File: src/sv/hsc_pkg.sv
// Shared types and constants for the Hamming single-error codec.
// No dependencies; imported by the core, the top level and the checker.
package hsc_pkg;

  localparam int DATA_W           = 63;  // codeword port width
  localparam int MSG_W            = 57;  // message port width
  localparam int POS_W            = 6;   // error position port width
  localparam int R_W              = 3;   // redundancy register width
  localparam int DEF_PARITY_BITS  = 6;   // default upper bound on r
  localparam logic [R_W-1:0] R_RESET = 3'd3;
  localparam logic [R_W-1:0] R_MIN   = 3'd2;

  typedef enum logic {
    FUNC_ENCODE = 1'b0,
    FUNC_DECODE = 1'b1
  } hsc_func_t;

  typedef struct packed {
    logic [DATA_W-1:0] codeword;
    logic [MSG_W-1:0]  message;
    logic              error_detected;
    logic [POS_W-1:0]  error_position;
  } hsc_result_t;

endpackage

File: src/sv/hamming_single_error_codec.sv
// Channel  Handshake       Payload
// cfg      valid / ready   cfg_data (r, parity bit count)
// in       valid / stall   in_func, in_data_in
// out      valid / stall   out_codeword, out_message, out_error_detected,
//                          out_error_position
//
// One request per cycle sustained while out is not stalled; a request passes
// the input register, then parity/syndrome XOR trees into the result register.
// rst_n is synchronous; it empties both stages and sets r to 3.
// An out stall holds the result; a new request is still taken while the input
// stage is empty or can drain into the result register in the same cycle.
// Depends on hsc_pkg and hsc_core.
module hamming_single_error_codec import hsc_pkg::*; #(
  parameter int MAX_PARITY_BITS = DEF_PARITY_BITS
) (
  input  logic              clk,
  input  logic              rst_n,
  input  logic              cfg_valid,
  output logic              cfg_ready,
  input  logic [R_W-1:0]    cfg_data,
  input  logic              in_valid,
  output logic              in_stall,
  input  logic              in_func,
  input  logic [DATA_W-1:0] in_data_in,
  output logic              out_valid,
  input  logic              out_stall,
  output logic [DATA_W-1:0] out_codeword,
  output logic [MSG_W-1:0]  out_message,
  output logic              out_error_detected,
  output logic [POS_W-1:0]  out_error_position
);

  localparam logic [R_W-1:0] R_MAX = R_W'(MAX_PARITY_BITS);

  logic [R_W-1:0]    r_r;
  logic [R_W-1:0]    r_eff;
  logic              s1_valid_r, s1_valid_nxt;
  hsc_func_t         s1_func_r;
  logic [DATA_W-1:0] s1_data_r;
  logic              out_valid_r, out_valid_nxt;
  hsc_result_t       res_r, res_nxt;
  logic              out_take;

  assign cfg_ready = 1'b1;

  always_ff @(posedge clk) begin
    if (!rst_n) begin
      r_r <= R_RESET;
    end else if (cfg_valid) begin
      r_r <= cfg_data;
    end
  end

  always_comb begin
    r_eff = r_r;
    if (r_r < R_MIN) r_eff = R_MIN;
    if (r_r > R_MAX) r_eff = R_MAX;
  end

  // result register free, or being emptied this cycle
  assign out_take      = !out_valid_r || !out_stall;
  assign in_stall      = s1_valid_r && !out_take;
  assign s1_valid_nxt  = in_stall ? s1_valid_r : in_valid;
  assign out_valid_nxt = out_take ? s1_valid_r : out_valid_r;

  always_ff @(posedge clk) begin
    if (!rst_n) begin
      s1_valid_r  <= 1'b0;
      out_valid_r <= 1'b0;
    end else begin
      s1_valid_r  <= s1_valid_nxt;
      out_valid_r <= out_valid_nxt;
    end
  end

  always_ff @(posedge clk) begin
    if (!in_stall) begin
      s1_func_r <= hsc_func_t'(in_func);
      s1_data_r <= in_data_in;
    end
    if (out_take && s1_valid_r) begin
      res_r <= res_nxt;
    end
  end

  hsc_core #(
    .MAX_PARITY_BITS(MAX_PARITY_BITS)
  ) u_core (
    .func    (s1_func_r),
    .r_eff   (r_eff),
    .data_in (s1_data_r),
    .result  (res_nxt)
  );

  assign out_valid          = out_valid_r;
  assign out_codeword       = res_r.codeword;
  assign out_message        = res_r.message;
  assign out_error_detected = res_r.error_detected;
  assign out_error_position = res_r.error_position;

endmodule

File: src/sv/hsc_core.sv
// Combinational encode / syndrome-decode datapath for Hamming(2^r-1, 2^r-r-1).
// Depends on hsc_pkg.
module hsc_core import hsc_pkg::*; #(
  parameter int MAX_PARITY_BITS = DEF_PARITY_BITS
) (
  input  hsc_func_t          func,
  input  logic [R_W-1:0]     r_eff,
  input  logic [DATA_W-1:0]  data_in,
  output hsc_result_t        result
);

  localparam int CW_N  = (1 << MAX_PARITY_BITS) - 1;
  localparam int MSG_N = CW_N - MAX_PARITY_BITS;

  logic [CW_N-1:0]            cw_mask;
  logic [CW_N-1:0]            enc_data;
  logic [CW_N-1:0]            parity_bits;
  logic [CW_N-1:0]            dec_in;
  logic [CW_N-1:0]            src;
  logic [CW_N-1:0]            flip;
  logic [CW_N-1:0]            cw_fin;
  logic [MSG_N-1:0]           msg_out;
  logic [MAX_PARITY_BITS-1:0] syn;

  // Data bit k lands on the k-th non power-of-two position, counting up,
  // independent of r; positions beyond 2^r-1 are masked off.
  for (genvar i = 0; i < CW_N; i++) begin : g_pos
    localparam int P   = i + 1;
    localparam int LVL = $clog2(P + 1);
    assign cw_mask[i] = (r_eff >= R_W'(LVL));
    if ((P & (P - 1)) == 0) begin : g_par
      assign enc_data[i]    = 1'b0;
      assign parity_bits[i] = syn[LVL-1];
    end else begin : g_dat
      localparam int K = P - 1 - LVL;
      assign enc_data[i]    = data_in[K] & cw_mask[i];
      assign parity_bits[i] = 1'b0;
      assign msg_out[K]     = cw_fin[i];
    end
    assign flip[i] = (syn == MAX_PARITY_BITS'(P));
  end

  assign dec_in = data_in[CW_N-1:0] & cw_mask;
  assign src    = (func == FUNC_DECODE) ? dec_in : enc_data;

  // syndrome bit j: parity over positions with index bit j set
  always_comb begin
    syn = '0;
    for (int i = 0; i < CW_N; i++) begin
      for (int j = 0; j < MAX_PARITY_BITS; j++) begin
        if ((((i + 1) >> j) & 1) != 0) syn[j] = syn[j] ^ src[i];
      end
    end
  end

  assign cw_fin = (func == FUNC_DECODE) ? (dec_in ^ flip) : (enc_data | parity_bits);

  always_comb begin
    result.codeword       = DATA_W'(cw_fin);
    result.message        = MSG_W'(msg_out);
    result.error_detected = (func == FUNC_DECODE) && (syn != '0);
    result.error_position = (func == FUNC_DECODE) ? POS_W'(syn) : '0;
  end

endmodule

File: config.mk
export PLATFORM = sky130hd
export DESIGN_NAME = hamming_single_error_codec
export DESIGN_NICKNAME = d
export VERILOG_FILES = /design/src/sv/hsc_pkg.sv /design/src/sv/hamming_single_error_codec.sv /design/src/sv/hsc_core.sv
export SDC_FILE = /design/constraint.sdc
export NUM_CORES = 1
export LEC_CHECK = 0
export BUFFER_PORTS_ARGS = -buffer_cell sky130_fd_sc_hd__buf_2
export CAP_MARGIN = 20
export CORE_ASPECT_RATIO = 0.75
export CORE_MARGIN = 2
export CORE_UTILIZATION = 30
export CTS_BUF_LIST = sky130_fd_sc_hd__clkbuf_2 sky130_fd_sc_hd__clkbuf_4 sky130_fd_sc_hd__clkbuf_8
export DETAILED_ROUTE_END_ITERATION = 16
export GPL_TIMING_DRIVEN = 0
export PLACE_DENSITY_LB_ADDON = 0.15
export REMOVE_ABC_BUFFERS = 1
export SLEW_MARGIN = 20
export SYNTH_ARGS = -nofsm -noshare
export SYNTH_HDL_FRONTEND = slang
export SYNTH_HIERARCHICAL = 1
export SYNTH_SLANG_ARGS = --single-unit
File: constraint.sdc
create_clock -name clk -period 13.22 [get_ports clk]
set_input_delay 0.661 -clock clk [delete_from_list [all_inputs] [get_ports clk]]
set_output_delay 0.661 -clock clk [all_outputs]
set_load 0.05 [all_outputs]
==> key figures <==
Routing
  • DRT Pass-1 Iters: 5
  • Via density: 4.92
  • DRT antenna net count: 0
  • Residual DRC: 0
  • Drt total wl: 32200 um
  • DRT iter0 DRCs: 682
  • Via count: 7287
  • Routed length per placed instance: 21.8 um

Worst setup path
  • Top delay family on crit path: simple AND/OR/NAND/NOR gates
  • CP Launch Type: flop
  • FF-to-FF setup slack: 6.86 ns
  • CP max stage delay: 0.89 ns
  • Worst Setup End Kind: flop
  • Reg-to-reg endpoint: out_codeword[36]$_DFFE_PP_
  • Critical R2R Launch: r_r[2]$_SDFFE_PN0P_
  • Crit path cell chain: nand2b_1 -> nand2_1 -> nor2_2 -> a22oi_1 -> xnor2_1 -> xor2_1 -> xnor3_1 -> nand2b_1 -> or3_1 -> o311ai_0
  • Reg2Reg Depth: 10
  • CP Max Fanout: 34
  • CP max-delay cell: nor2_2
  • Critical Path RT: 13.41 ns
  • CP arrival: 6.55 ns
  • Most frequent CP cell: nand2b_1
  • WP buf/inv: 0
  • Crit path depth: 10
  • Setup CP Type: reg -> reg

Die
  • Die width: 225 um
  • Initial Util: 30.6%
  • Die Y: 170 um
  • Die ar.: 38200 um2
  • Core Area: 36000 um2
  • Row count: 60
  • Number of top-level pins: 202

Synthesis
  • Share of the synthesized area in the top cell type: 52.2%
  • Synthesized area: 11000 um2
  • YS warnings: 6
  • Largest cells by area after synthesis: edfxtp_1, xnor3_1, xnor2_1, mux2i_1, buf_4
  • Number of synthesized flops with an enable pin: 191
  • Most frequent cells after synthesis: edfxtp_1, nand2_1, buf_4
  • Mean Syn Cell Area: 12.2 um2
  • Synth cell types: 72
  • Ys async rst share: 0%
  • Ys flop type: edfxtp_1
  • Sequential fraction of the synthesis area: 53.1%
  • Biggest area consumer among synthesized cells: edfxtp_1
  • Register bit total from synthesis: 196
  • Cell with the most instances after synthesis: edfxtp_1
  • Cells after Synth: 897

CTS
  • Clock Path Buffers: 2
  • CTS resizes: 0
  • # hold bufs at CTS: 0
  • Total CTS buffers: 17
  • CTS sink cnt: 196
  • Clock root buffer: clkbuf_8
  • CTS tree: yes
  • Worst-path clk slew: 0.11 ns
  • Post-CTS setup buffers: 0
  • Clk Latency, worst-skew pair: 0.51 ns
  • CTS H-tree depth: 4

Power and ir drop
  • LEAKAGE: 0.00491 uW
  • PwrDens: 152 nW/um2
  • Peak supply drop: 77.0 uV
  • Logic pwr share: 39.0%
  • Reg power frac: 41.1%
  • Clock power share: 19.9%
  • Net load switching power: 792 uW
  • Total Power: 1900 uW
  • Sw Share: 41.7%
  • Internal power: 1110 uW

Global route
  • Initial antenna violation count: 0
  • First-pass GRT wire length: 46800 um
  • Total GRT Usage: 17.1%
  • Largest net degree at the start of global routing: 55
  • Number of global-route vias before repair: 7000
  • Total gr overflow: 0

Timing
  • Layout Skew: 0.0163 ns
  • Max-slew violations: 0
  • RSZ-0062 raised after global routing: no
  • Final min period: 6.36 ns
  • Fmax: 0.157 GHz
  • Relative slew slack: 25.4%
  • Final Setup Violations: 0
  • Worst slew pin tran: 1.12 ns
  • Final hold violations: 0
  • Tcrit/Tclk final: 48.1%

Cells and area
  • Multi-input logic area: 4360 um2
  • Storage cell area: 5840 um2
  • Final Core Density: 34.8%
  • Fillers: 3576
  • # diodes: 0
  • NumNets Final: 1075
  • Area growth syn-to-layout: 14.0%
  • Design area: 12500 um2
  • Share of layout cells above drive strength 1: 27.1%

Placement
  • Gp weighted congestion: 0.816
  • I/O Buffers: 200
  • Placement Cell Area: 12100 um2
  • Dpl hpwl: 24600 um

Outcome
  • Status: finished, final reports clean

Min path
  • Hold path start: in_data_in[35]
  • Worst hold stages: 1
  • Worst Hold End: s1_data_r[35]$_DFFE_PN_
  • Min-Delay Path Class: in -> reg

Run
  • Max-Cap Viols: 0
==> cell usage in the layout (no fill, tap or decap), types with 7 or more instances in the layout <==
cell and n:
xnor3_1 29, nand2_1 64, a21oi_1 37, xnor2_1 52
edfxtp_1 191, or4_1 7, a31oi_1 15, nand2b_1 14
nand3_1 20, mux2i_1 46, o21ai_0 27, buf_8 7
o211ai_1 18, nor2_1 51, xor2_1 34, o22ai_1 11
nor3_1 8, clkbuf_8 17, a211o_1 7, buf_2 200
inv_1 13
==> layer usage <==
metal  wire, um  share of wire [%]  GRT usage, %  up-vias
met3       2310                7.2          5.00       22
met5          0                  0             0        -
met4        333                1.0          4.06        0
li1           -                  -             -     3446
met2      13300                 41          24.0      254
met1      16300                 51          25.6     3565
==> metrics by stage <==
stage | setup slack (ns) | hold WS (ns) | cells | TNS (ns)
final | 6.86 | 0.315 | 1481 | 0
after global routing | 6.50 | 0.268 | 1481 | 0
after CTS | 6.62 | 0.259 | 1480 | 0
after detailed placement | 6.64 | 0.479 | 1448 | 0
after global placement | -1.31 | 0.472 | 1432 | -163.22
after floorplan | 2.57 | 0.433 | 767 | 0
==> area by class of cell <==
type / count / share of cell area [%]
timing repair buffer: 217 / 10.5
clock inverter: 15 / 1.13
clock buffer: 17 / 1.87
multi-input combinational: 557 / 34.8
sequential: 196 / 46.6
tap: 465 / 4.64
inverter: 14 / 0.419
==> power by group through the flow <==
stage	Combinational [uW]	Clock, uW	Sequential (uW)
6_report	740	378	780
2_1_floorplan	400	0	900
4_1_cts	736	399	780
3_5_place_dp	734	0	794
5_1_grt	788	421	786
3_3_place_gp	711	0	810
==> cells by family after synthesis <==
family                 synth area share (%)
AND/OR/NAND/NOR                        9.47
multiplexers                           4.60
XOR/XNOR                               14.3
other                                0.0341
buffers and inverters                  7.57
AO/OA/AOI/OAI                          10.9
flip-flops                             53.1
==> worst max path at each step <==
stage	from	slack, ns	to
floorplan	out_stall	2.57	out_codeword[0]$_DFFE_PP_
global placement	out_stall	-1.31	out_message[33]$_DFFE_PP_
detailed placement	r_r[2]$_SDFFE_PN0P_	6.64	out_codeword[18]$_DFFE_PP_
CTS	r_r[2]$_SDFFE_PN0P_	6.62	out_message[13]$_DFFE_PP_
global route	r_r[2]$_SDFFE_PN0P_	6.50	out_message[13]$_DFFE_PP_
finish	r_r[2]$_SDFFE_PN0P_	6.86	out_codeword[36]$_DFFE_PP_
==> registers in the layout, indices dropped and copies added, names as in the netlist <==
register / flops
out_codeword: 63
s1_data_r: 63
out_message: 57
out_error_position: 6
r_r: 3
out_error_detected: 1
out_valid: 1
s1_func_r: 1
s1_valid_r: 1
Note: power is estimated with default switching activity, not from simulation.
